**src/rtl/tmvs_pkg.sv**
```systemverilog
// ----------------------------------------------------------------------------
// tmvs_pkg
// shared types, constants and helpers of the visible tile window scanner
// ----------------------------------------------------------------------------
package tmvs_pkg;

	localparam int MAX_MAP_DIM  = 4096;
	localparam int MAX_TILE_DIM = 256;

	localparam int COORD_W = 12;  // tile column and row index
	localparam int TILE_W  = 9;   // tile size register
	localparam int DIM_W   = 13;  // map and window size registers
	localparam int ORG_W   = 16;  // camera origin
	localparam int POS_W   = 22;  // on-screen position
	localparam int QUO_W   = 16;  // divider dividend and quotient
	localparam int IDX_W   = 3;   // register index
	localparam int JOB_W   = 2;

	// register indexes of the configuration port
	localparam logic [IDX_W-1:0] REG_TILE_WIDTH    = 3'd0;
	localparam logic [IDX_W-1:0] REG_TILE_HEIGHT   = 3'd1;
	localparam logic [IDX_W-1:0] REG_MAP_COLS      = 3'd2;
	localparam logic [IDX_W-1:0] REG_MAP_ROWS      = 3'd3;
	localparam logic [IDX_W-1:0] REG_SCREEN_WIDTH  = 3'd4;
	localparam logic [IDX_W-1:0] REG_SCREEN_HEIGHT = 3'd5;
	localparam logic [IDX_W-1:0] REG_SCAN_ALL      = 3'd6;

	// input op codes
	localparam logic OP_START   = 1'b0;
	localparam logic OP_ADVANCE = 1'b1;

	// bound jobs run through the shared divider, in this order
	localparam logic [JOB_W-1:0] JOB_COL_LO = 2'd0;
	localparam logic [JOB_W-1:0] JOB_COL_HI = 2'd1;
	localparam logic [JOB_W-1:0] JOB_ROW_LO = 2'd2;
	localparam logic [JOB_W-1:0] JOB_ROW_HI = 2'd3;

	typedef struct packed {
		logic [TILE_W-1:0] tile_width;
		logic [TILE_W-1:0] tile_height;
		logic [DIM_W-1:0]  map_cols;
		logic [DIM_W-1:0]  map_rows;
		logic [DIM_W-1:0]  screen_width;
		logic [DIM_W-1:0]  screen_height;
		logic              scan_all;
	} cfg_t;

	// controller to datapath
	typedef struct packed {
		logic             load;    // start accepted: latch origin, drop any scan
		logic             div_go;  // launch divider on job
		logic             store;   // divider done: store clamped bound of job
		logic             commit;  // all bounds stored: arm the cursor
		logic             adv;     // advance accepted: emit one result
		logic [JOB_W-1:0] job;
	} cmd_t;

	// datapath to controller
	typedef struct packed {
		logic div_done;
		logic out_stall;
	} sts_t;

	// tile size as used: zero reads as one, clipped at the maximum
	function automatic logic [TILE_W-1:0] eff_tile(input logic [TILE_W-1:0] r);
		logic [TILE_W-1:0] v;
		if (r == '0)
			v = TILE_W'(1);
		else if (r > TILE_W'(MAX_TILE_DIM))
			v = TILE_W'(MAX_TILE_DIM);
		else
			v = r;
		return v;
	endfunction

	// map size as used, minus one: the highest valid index
	function automatic logic [COORD_W-1:0] eff_map_m1(input logic [DIM_W-1:0] r);
		logic [COORD_W-1:0] v;
		if (r == '0)
			v = '0;
		else if (r > DIM_W'(MAX_MAP_DIM))
			v = COORD_W'(MAX_MAP_DIM - 1);
		else
			v = COORD_W'(r - DIM_W'(1));
		return v;
	endfunction

	// window size as used, minus one
	function automatic logic [DIM_W-1:0] eff_span_m1(input logic [DIM_W-1:0] r);
		logic [DIM_W-1:0] v;
		if (r == '0)
			v = '0;
		else
			v = r - DIM_W'(1);
		return v;
	endfunction

endpackage

```
**src/rtl/tmvs_div.sv**
```systemverilog
// ----------------------------------------------------------------------------
// tmvs_div
// restoring divider, one quotient bit per cycle, unsigned operands
// ----------------------------------------------------------------------------
module tmvs_div (
	input  logic                         clk,
	input  logic                         arst_n,
	input  logic                         go,
	input  logic [tmvs_pkg::QUO_W-1:0]   dividend,
	input  logic [tmvs_pkg::TILE_W-1:0]  divisor,
	output logic [tmvs_pkg::QUO_W-1:0]   quotient,
	output logic                         done
);
	import tmvs_pkg::*;

	localparam int CNT_W = $clog2(QUO_W);

	logic [QUO_W-1:0]  quo_q;
	logic [TILE_W-1:0] rem_q;
	logic [TILE_W-1:0] dvs_q;
	logic [CNT_W-1:0]  cnt_q;
	logic              busy_q;
	logic              done_q;

	logic [TILE_W:0]   trial;
	logic              fits;

	assign trial = {rem_q, quo_q[QUO_W-1]};
	assign fits  = trial >= {1'b0, dvs_q};

	always_ff @(posedge clk or negedge arst_n) begin
		if (!arst_n) begin
			busy_q <= 1'b0;
			done_q <= 1'b0;
			cnt_q  <= '0;
		end else begin
			done_q <= 1'b0;
			if (go) begin
				busy_q <= 1'b1;
				cnt_q  <= CNT_W'(QUO_W - 1);
			end else if (busy_q) begin
				cnt_q <= cnt_q - CNT_W'(1);
				if (cnt_q == '0) begin
					busy_q <= 1'b0;
					done_q <= 1'b1;
				end
			end
		end
	end

	always_ff @(posedge clk) begin
		if (go) begin
			quo_q <= dividend;
			rem_q <= '0;
			dvs_q <= divisor;
		end else if (busy_q) begin
			// remainder stays below the divisor, so it fits the divisor width
			rem_q <= fits ? TILE_W'(trial - {1'b0, dvs_q}) : TILE_W'(trial);
			quo_q <= {quo_q[QUO_W-2:0], fits};
		end
	end

	assign quotient = quo_q;
	assign done     = done_q;

endmodule

```
**src/rtl/tmvs_dp.sv**
```systemverilog
// ----------------------------------------------------------------------------
// tmvs_dp
// scan datapath: bound computation, tile cursor, position and output register
// ----------------------------------------------------------------------------
module tmvs_dp (
	input  logic                              clk,
	input  logic                              arst_n,
	input  tmvs_pkg::cfg_t                    cfg,
	input  tmvs_pkg::cmd_t                    cmd,
	output tmvs_pkg::sts_t                    sts,
	input  logic signed [tmvs_pkg::ORG_W-1:0] origin_x,
	input  logic signed [tmvs_pkg::ORG_W-1:0] origin_y,
	output logic                              m_tvalid,
	input  logic                              m_tready,
	output logic [71:0]                       m_tdata,
	output logic                              m_tuser,
	output logic                              m_tlast
);
	import tmvs_pkg::*;

	logic signed [ORG_W-1:0] held_x_q, held_y_q;
	logic [COORD_W-1:0] first_col_q, last_col_q, first_row_q, last_row_q;
	logic [COORD_W-1:0] cur_col_q, cur_row_q;
	logic               scanning_q;

	logic               ovalid_q;
	logic               ores_q;
	logic [COORD_W-1:0] ocol_q, orow_q;
	logic [POS_W-1:0]   osx_q, osy_q;
	logic               olast_q;

	logic [TILE_W-1:0]  tw, th;
	logic [COORD_W-1:0] cols_m1, rows_m1;
	logic signed [ORG_W:0] sum_x, sum_y;

	logic [QUO_W-1:0]   dvd;
	logic               dvd_neg;
	logic [TILE_W-1:0]  dvs;
	logic [QUO_W-1:0]   quo;
	logic               div_done;
	logic [COORD_W-1:0] lim;
	logic               hi_job;
	logic [COORD_W-1:0] bound;

	logic [20:0]        prod_x, prod_y;
	logic [POS_W-1:0]   sx, sy;
	logic               fin;

	assign tw      = eff_tile(cfg.tile_width);
	assign th      = eff_tile(cfg.tile_height);
	assign cols_m1 = eff_map_m1(cfg.map_cols);
	assign rows_m1 = eff_map_m1(cfg.map_rows);

	// far window edge: origin plus span minus one, never past 17 signed bits
	assign sum_x = {held_x_q[ORG_W-1], held_x_q}
		+ $signed({4'b0, eff_span_m1(cfg.screen_width)});
	assign sum_y = {held_y_q[ORG_W-1], held_y_q}
		+ $signed({4'b0, eff_span_m1(cfg.screen_height)});

	// a negative dividend truncates to zero or below, which clamps to zero
	always_comb begin
		case (cmd.job)
			JOB_COL_LO: begin
				dvd     = held_x_q;
				dvd_neg = held_x_q[ORG_W-1];
			end
			JOB_COL_HI: begin
				dvd     = sum_x[QUO_W-1:0];
				dvd_neg = sum_x[ORG_W];
			end
			JOB_ROW_LO: begin
				dvd     = held_y_q;
				dvd_neg = held_y_q[ORG_W-1];
			end
			JOB_ROW_HI: begin
				dvd     = sum_y[QUO_W-1:0];
				dvd_neg = sum_y[ORG_W];
			end
			default: begin
				dvd     = '0;
				dvd_neg = 1'b1;
			end
		endcase
	end

	assign dvs    = cmd.job[1] ? th : tw;
	assign lim    = cmd.job[1] ? rows_m1 : cols_m1;
	assign hi_job = cmd.job[0];

	tmvs_div u_div (
		.clk      (clk),
		.arst_n   (arst_n),
		.go       (cmd.div_go),
		.dividend (dvd),
		.divisor  (dvs),
		.quotient (quo),
		.done     (div_done)
	);

	always_comb begin
		if (cfg.scan_all)
			bound = hi_job ? lim : '0;
		else if (dvd_neg)
			bound = '0;
		else if (quo > QUO_W'(lim))
			bound = lim;
		else
			bound = quo[COORD_W-1:0];
	end

	// screen position of the current tile
	assign prod_x = 21'(cur_col_q) * 21'(tw);
	assign prod_y = 21'(cur_row_q) * 21'(th);
	assign sx = POS_W'(prod_x) - POS_W'(held_x_q);
	assign sy = POS_W'(prod_y) - POS_W'(held_y_q);
	assign fin = (cur_col_q == last_col_q) && (cur_row_q == last_row_q);

	always_ff @(posedge clk or negedge arst_n) begin
		if (!arst_n) begin
			held_x_q    <= '0;
			held_y_q    <= '0;
			first_col_q <= '0;
			last_col_q  <= '0;
			first_row_q <= '0;
			last_row_q  <= '0;
			cur_col_q   <= '0;
			cur_row_q   <= '0;
			scanning_q  <= 1'b0;
		end else begin
			if (cmd.load) begin
				held_x_q   <= origin_x;
				held_y_q   <= origin_y;
				scanning_q <= 1'b0;
			end
			if (cmd.store) begin
				case (cmd.job)
					JOB_COL_LO: first_col_q <= bound;
					JOB_COL_HI: last_col_q  <= bound;
					JOB_ROW_LO: first_row_q <= bound;
					JOB_ROW_HI: last_row_q  <= bound;
					default:    first_col_q <= first_col_q;
				endcase
			end
			if (cmd.commit) begin
				cur_col_q  <= first_col_q;
				cur_row_q  <= first_row_q;
				scanning_q <= 1'b1;
			end
			if (cmd.adv && scanning_q) begin
				if (fin) begin
					scanning_q <= 1'b0;
				end else if (cur_col_q == last_col_q) begin
					cur_col_q <= first_col_q;
					cur_row_q <= cur_row_q + COORD_W'(1);
				end else begin
					cur_col_q <= cur_col_q + COORD_W'(1);
				end
			end
		end
	end

	// output register
	always_ff @(posedge clk or negedge arst_n) begin
		if (!arst_n) begin
			ovalid_q <= 1'b0;
		end else if (cmd.adv) begin
			ovalid_q <= 1'b1;
		end else if (m_tready) begin
			ovalid_q <= 1'b0;
		end
	end

	always_ff @(posedge clk) begin
		if (cmd.adv) begin
			ores_q  <= scanning_q;
			ocol_q  <= scanning_q ? cur_col_q : '0;
			orow_q  <= scanning_q ? cur_row_q : '0;
			osx_q   <= scanning_q ? sx : '0;
			osy_q   <= scanning_q ? sy : '0;
			olast_q <= scanning_q && fin;
		end
	end

	assign m_tvalid = ovalid_q;
	assign m_tuser  = ores_q;
	assign m_tlast  = olast_q;
	assign m_tdata  = {4'b0, osy_q, osx_q, orow_q, ocol_q};

	assign sts.div_done  = div_done;
	assign sts.out_stall = ovalid_q && !m_tready;

endmodule

```
**src/rtl/tmvs_ctrl.sv**
```systemverilog
// ----------------------------------------------------------------------------
// tmvs_ctrl
// scan controller: input handshake and sequencing of the four bound divisions
// ----------------------------------------------------------------------------
module tmvs_ctrl (
	input  logic           clk,
	input  logic           arst_n,
	input  logic           s_tvalid,
	output logic           s_tready,
	input  logic           s_tuser,
	input  tmvs_pkg::sts_t sts,
	output tmvs_pkg::cmd_t cmd
);
	import tmvs_pkg::*;

	localparam logic [1:0] ST_IDLE = 2'd0;
	localparam logic [1:0] ST_GO   = 2'd1;
	localparam logic [1:0] ST_WAIT = 2'd2;

	logic [1:0]       state_q, state_d;
	logic [JOB_W-1:0] job_q, job_d;
	logic             acc;

	assign s_tready = (state_q == ST_IDLE) && !sts.out_stall;
	assign acc      = s_tvalid && s_tready;

	always_comb begin
		state_d    = state_q;
		job_d      = job_q;
		cmd        = '0;
		cmd.job    = job_q;
		case (state_q)
			ST_IDLE: begin
				if (acc && s_tuser == OP_START) begin
					cmd.load = 1'b1;
					job_d    = JOB_COL_LO;
					state_d  = ST_GO;
				end else if (acc && s_tuser == OP_ADVANCE) begin
					cmd.adv = 1'b1;
				end
			end
			ST_GO: begin
				cmd.div_go = 1'b1;
				state_d    = ST_WAIT;
			end
			ST_WAIT: begin
				if (sts.div_done) begin
					cmd.store = 1'b1;
					if (job_q == JOB_ROW_HI) begin
						cmd.commit = 1'b1;
						state_d    = ST_IDLE;
					end else begin
						job_d   = job_q + JOB_W'(1);
						state_d = ST_GO;
					end
				end
			end
			default: begin
				state_d = ST_IDLE;
			end
		endcase
	end

	always_ff @(posedge clk or negedge arst_n) begin
		if (!arst_n) begin
			state_q <= ST_IDLE;
			job_q   <= JOB_COL_LO;
		end else begin
			state_q <= state_d;
			job_q   <= job_d;
		end
	end

endmodule

```
**src/rtl/tile_map_visible_scan.sv**
```systemverilog
// ----------------------------------------------------------------------------
// tile_map_visible_scan
// walks the map tiles inside a camera window (all tiles with scan_all), one tile per advance
// ----------------------------------------------------------------------------
//
// channel  dir  handshake          payload
// s_*      in   s_tvalid/s_tready  tuser: op; tdata: origin_x, origin_y
// m_*      out  m_tvalid/m_tready  tuser: valid_res; tlast: last;
//                                  tdata: tile_col, tile_row, screen_x, screen_y
// cfg_*    in   cfg_valid/cfg_ready cfg_index, cfg_data (always ready)
//
// an advance loads the output register; advances stream at one per cycle while
// m_tready is high, and the output register holds a result while m_tready is low
// a start runs four bound divisions in turn on one shared restoring divider,
// each with launch and store steps; s_tready is low meanwhile
// s_tready also drops while a result waits and m_tready is low
// reset clears the scan, the bounds and the cursor and loads the register defaults
//
module tile_map_visible_scan (
	input  logic                          clk,
	input  logic                          arst_n,
	// input items
	input  logic                          s_tvalid,
	output logic                          s_tready,
	input  logic [31:0]                   s_tdata,   // origin_x[15:0], origin_y[31:16]
	input  logic                          s_tuser,   // op
	// result items
	output logic                          m_tvalid,
	input  logic                          m_tready,
	output logic [71:0]                   m_tdata,   // tile_col[11:0], tile_row[23:12],
	                                                 // screen_x[45:24], screen_y[67:46]
	output logic                          m_tuser,   // valid_res
	output logic                          m_tlast,   // last tile of the scan
	// register writes
	input  logic                          cfg_valid,
	output logic                          cfg_ready,
	input  logic [tmvs_pkg::IDX_W-1:0]    cfg_index,
	input  logic [tmvs_pkg::DIM_W-1:0]    cfg_data
);
	import tmvs_pkg::*;

	cfg_t cfg_q;
	cmd_t cmd;
	sts_t sts;

	// register file, writes always taken; unknown indexes are dropped
	assign cfg_ready = 1'b1;

	always_ff @(posedge clk or negedge arst_n) begin
		if (!arst_n) begin
			cfg_q.tile_width    <= TILE_W'(16);
			cfg_q.tile_height   <= TILE_W'(16);
			cfg_q.map_cols      <= DIM_W'(64);
			cfg_q.map_rows      <= DIM_W'(64);
			cfg_q.screen_width  <= DIM_W'(320);
			cfg_q.screen_height <= DIM_W'(240);
			cfg_q.scan_all      <= 1'b0;
		end else if (cfg_valid && cfg_ready) begin
			case (cfg_index)
				REG_TILE_WIDTH:    cfg_q.tile_width    <= cfg_data[TILE_W-1:0];
				REG_TILE_HEIGHT:   cfg_q.tile_height   <= cfg_data[TILE_W-1:0];
				REG_MAP_COLS:      cfg_q.map_cols      <= cfg_data;
				REG_MAP_ROWS:      cfg_q.map_rows      <= cfg_data;
				REG_SCREEN_WIDTH:  cfg_q.screen_width  <= cfg_data;
				REG_SCREEN_HEIGHT: cfg_q.screen_height <= cfg_data;
				REG_SCAN_ALL:      cfg_q.scan_all      <= cfg_data[0];
				default:           cfg_q               <= cfg_q;
			endcase
		end
	end

	// controller owns the input handshake and the start sequence
	tmvs_ctrl u_ctrl (
		.clk      (clk),
		.arst_n   (arst_n),
		.s_tvalid (s_tvalid),
		.s_tready (s_tready),
		.s_tuser  (s_tuser),
		.sts      (sts),
		.cmd      (cmd)
	);

	// datapath holds bounds, cursor, divider and the output register
	tmvs_dp u_dp (
		.clk      (clk),
		.arst_n   (arst_n),
		.cfg      (cfg_q),
		.cmd      (cmd),
		.sts      (sts),
		.origin_x (s_tdata[15:0]),
		.origin_y (s_tdata[31:16]),
		.m_tvalid (m_tvalid),
		.m_tready (m_tready),
		.m_tdata  (m_tdata),
		.m_tuser  (m_tuser),
		.m_tlast  (m_tlast)
	);

endmodule

```
**config.mk**
```make
export PLATFORM = sky130hd
export DESIGN_NAME = tile_map_visible_scan
export DESIGN_NICKNAME = d
export VERILOG_FILES = /design/src/rtl/tmvs_pkg.sv /design/src/rtl/tmvs_div.sv /design/src/rtl/tmvs_dp.sv /design/src/rtl/tmvs_ctrl.sv /design/src/rtl/tile_map_visible_scan.sv
export SDC_FILE = /design/constraint.sdc
export NUM_CORES = 1
export LEC_CHECK = 0
export BUFFER_PORTS_ARGS = -buffer_cell sky130_fd_sc_hd__buf_2
export CAP_MARGIN = 20
export CORE_MARGIN = 4
export CORE_UTILIZATION = 40
export DETAILED_ROUTE_END_ITERATION = 10
export GPL_ROUTABILITY_DRIVEN = 0
export SYNTH_ARGS = -nofsm -noshare
export SYNTH_HDL_FRONTEND = slang
export SYNTH_SLANG_ARGS = --single-unit
```
**constraint.sdc**
```tcl
create_clock -name clk -period 6.1 [get_ports clk]
set_input_delay 0.61 -clock clk [delete_from_list [all_inputs] [get_ports clk]]
set_output_delay 0.61 -clock clk [all_outputs]
set_load 0.01 [all_outputs]
```
==> summary.md <==
| Metric | Value |
|---|---|
| Worst Path Buf+Inv | `4` |
| Initial antenna violation count | `3` |
| Netlist cell types | `90` |
| Skew final | `between 20 and 30 ps` |
| Fillers | `around 5.5k` |
| Final min period | `approximately 6000 ps` |
| Largest net degree at the start of global routing | `67` |
| # nets final | `~3.0k` |
| Die width | `roughly 250 um` |
| Buffers added on ports | `approximately 130` |
| Commonest cells after routing, fill and taps aside | `inv_1, nand2_1, ha_1` |
| Drt wl/cell | `between 20 and 25 um` |
| Root Buffer | `clkbuf_16` |
| Commonest non-fill, non-tap cell in the layout | `inv_1` |
| CTS max path bufs | `3` |
| Starting DRT DRC Count | `1337` |
| Sink Count | `291` |
| DRC violations left | `0` |
| Hold Crit Class | `in -> async` |
| # placed instances | `~3.3k` |
| Reg clk slew, reported paths | `60 ps` |
| Max Freq | `between 150 and 200 MHz` |
| Layout cell share with drive strength beyond 1 | `0.165` |
| Overall routing resource usage | `0.214` |
| Area growth, synth to finish | `12.8%` |
| Status | `complete, no violations` |
| Hold buffers post-CTS | `0` |
| Lkg Pwr | `around 12 nW` |
| Most frequent CP cell | `fa_1` |
| Routed Antenna Nets | `0` |
| H-tree levels | `2` |
| CP max FO | `12` |
| Via count | `18.7k` |
| Io pins | `131` |
| Grt total ovfl | `0` |
| Setup CP Type | `reg -> reg` |
| Syn_area_per_cell | `9.83 um2` |
| Largest stage delay, worst path | `570 ps` |
| Ys flop type | `dfrtp_1` |
| Power per cell area | `about 550 nW/um2` |
| DRT Wirelength | `69.1 mm` |
| First-pass GRT wire length | `~110 mm` |
| Period utilisation layout | `0.964` |
| CP arrival | `slightly above 6000 ps` |
| Final hold vios | `0` |
| 1st-pass router iterations | `7` |
| Latest clock arrival within the worst-skew pair | `560 ps` |
| Worst Tran Pin Value | `~1100 ps` |
| Std cell rows | `between 80 and 90` |
| CTS buffer count | `37` |
| Max-Cap Viols | `0` |
| DP HPWL | `53.9 mm` |
| Number of global-route vias before repair | `approximately 19k` |
| Crit end category | `register` |
| Startpoint Class | `register` |
| Slowest-stage cell, CP | `fa_1` |
| Final hold slack | `between 40 and 50 ps` |
| Cells after synthesis | `~2.4k` |
| Core Footprint | `a little under 60000 um2` |
| Number of synthesized flops with an enable pin | `95` |
| Initial Util | `0.405` |
| Vias per cell | `5.55` |
| Die ar. | `roughly 64000 um2` |
| Ant. Diodes | `0` |
| Sequential area share after synthesis | `0.323` |
| VDD IR max | `approximately 0.00033 V` |
| Final design utilization | `0.457` |
| Syn. warnings | `0` |
| Post-Syn Area | `about 24000 um2` |
| Max transition margin | `0.272` |
| Req. time, crit path | `about 6400 ps` |
| Die Y | `~250 um` |
| Non-filler cells in the finished layout | `approximately 3.4k` |
| Synth async-reset ratio | `0.643` |
| CTS tree | `built` |
| Slew Limit Fails | `0` |
| Final setup fails | `0` |
| Kind of cell adding the most delay to the critical path | `adder cells` |
| Yosys reg bits | `a little under 300` |
| CP Cell Sequence | `nor2b_1 -> buf_4 -> and2_1 -> fa_1 -> fa_1 -> fa_1 -> fa_1 -> inv_1 -> fa_1 -> inv_1 -> ha_1 -> a2111oi_4 -> a221oi_2 -> buf_4 -> a2111oi_4 -> o31ai_2 -> o22ai_1 -> xor2_1 -> nor2_1` |
-- cells in the mapped netlist, types with 23 or more instances --
cell / count / area (um2)
mux2_2: 110 / 1240
xor2_1: 56 / 490
a31oi_1: 47 / 294
dfrtp_1: 177 / 4430
nor4_1: 24 / 150
nor2_1: 162 / 608
a211oi_1: 24 / 180
fa_1: 175 / 3500
xnor2_1: 76 / 666
clkbuf_1: 95 / 357
a21oi_1: 122 / 611
o21ai_0: 79 / 395
nand4_1: 23 / 144
nor2b_1: 23 / 144
inv_1: 244 / 916
ha_1: 185 / 2310
and2_1: 165 / 1030
nand2_1: 202 / 758
edfxtp_1: 95 / 2850
nor3_1: 24 / 120
nand3_1: 40 / 200
-- per-stage QoR --
step                      cell area, um2  power, mW  setup TNS [ps]  worst slack, ps
after floorplan                    24000       10.0               0             64.0
after global placement             25800       12.4            -130            -97.8
after detailed placement           25800       12.7            -494             -215
after CTS                          26900       14.9               0             36.7
after global routing               27000       16.3           -1.62            -1.62
final                              27000       14.9               0              222
-- metal layers --
metal	wire [um]	GRT usage	share of wire	vias to the layer above
li1	-	-	-	8594
met1	29700	0.289	0.43	9437
met2	32100	0.348	0.46	586
met3	4750	0.0390	0.069	111
met4	2520	0.0779	0.037	0
met5	0	0	0	-
-- cell type report --
type | count | area [um2] | share of cell area
multi-input combinational | 1787 | 15000 | 0.553
sequential | 291 | 7730 | 0.286
timing repair buffer | 211 | 1330 | 0.0492
clock buffer | 52 | 1010 | 0.0375
tap | 773 | 967 | 0.0358
inverter | 246 | 923 | 0.0342
clock inverter | 14 | 105 | 0.00389
-- cells by family after synthesis --
kind of cell,Yosys count,synth area share
simple gates,750,0.160
buf+inv,361,0.0584
xor+xnor,132,0.0483
other cells,2,0.000314
fa+ha+maj,361,0.243
flops,291,0.323
mux,121,0.0563
compound gates,418,0.111
-- power by group --
group / switching [mW] / leakage, nW / total [mW] / internal [mW]
Sequential: 0.610 / 3.30 / 3.19 / 2.58
Clock: 0.871 / 0.546 / 2.07 / 1.20
Combinational: 5.49 / 8.57 / 9.60 / 4.10
-- what timing repair did --
| item | in CTS | in global routing |
|---|---|---|
| resized for setup | 5 | 16 |
| pin swaps | 0 | 2 |
| setup endpoints to repair | 3 | 8 |
| hold endpoints to repair | 0 | 0 |
| setup buffers | 0 | 2 |
-- worst register-to-register path: cells and delay by family (launching register included) --
family	cells	cell delay (ps)
fa+ha+maj	6	2880
compound gates	5	1250
flops	1	490
buf+inv	4	470
simple gates	3	330
xor+xnor	1	190
-- worst paths after layout --
kind	from	to	slack, ps	cells after the start
max reg2reg	cfg_q[70]	u_dp.osx_q[18]	220	19
min	arst_n	u_dp.held_y_q[15]	40	1
min reg2reg	u_dp.u_div.rem_q[8]	u_dp.u_div.rem_q[8]	460	2
min in group clk	s_tdata[24]	u_dp.held_y_q[8]	280	2
max	cfg_q[70]	u_dp.osx_q[18]	220	19
max in group asynchronous	arst_n	cfg_q[70]	4730	2
-- registers in the layout, indices dropped and copies added (netlist names), 16 cells and up --
signal / flops
u_dp.u_div.quotient: 16
u_dp.osy_q: 22
u_dp.osx_q: 22
u_dp.held_x_q: 16
u_dp.held_y_q: 16
cfg_q: 71
(Power assumes the default switching activity.)
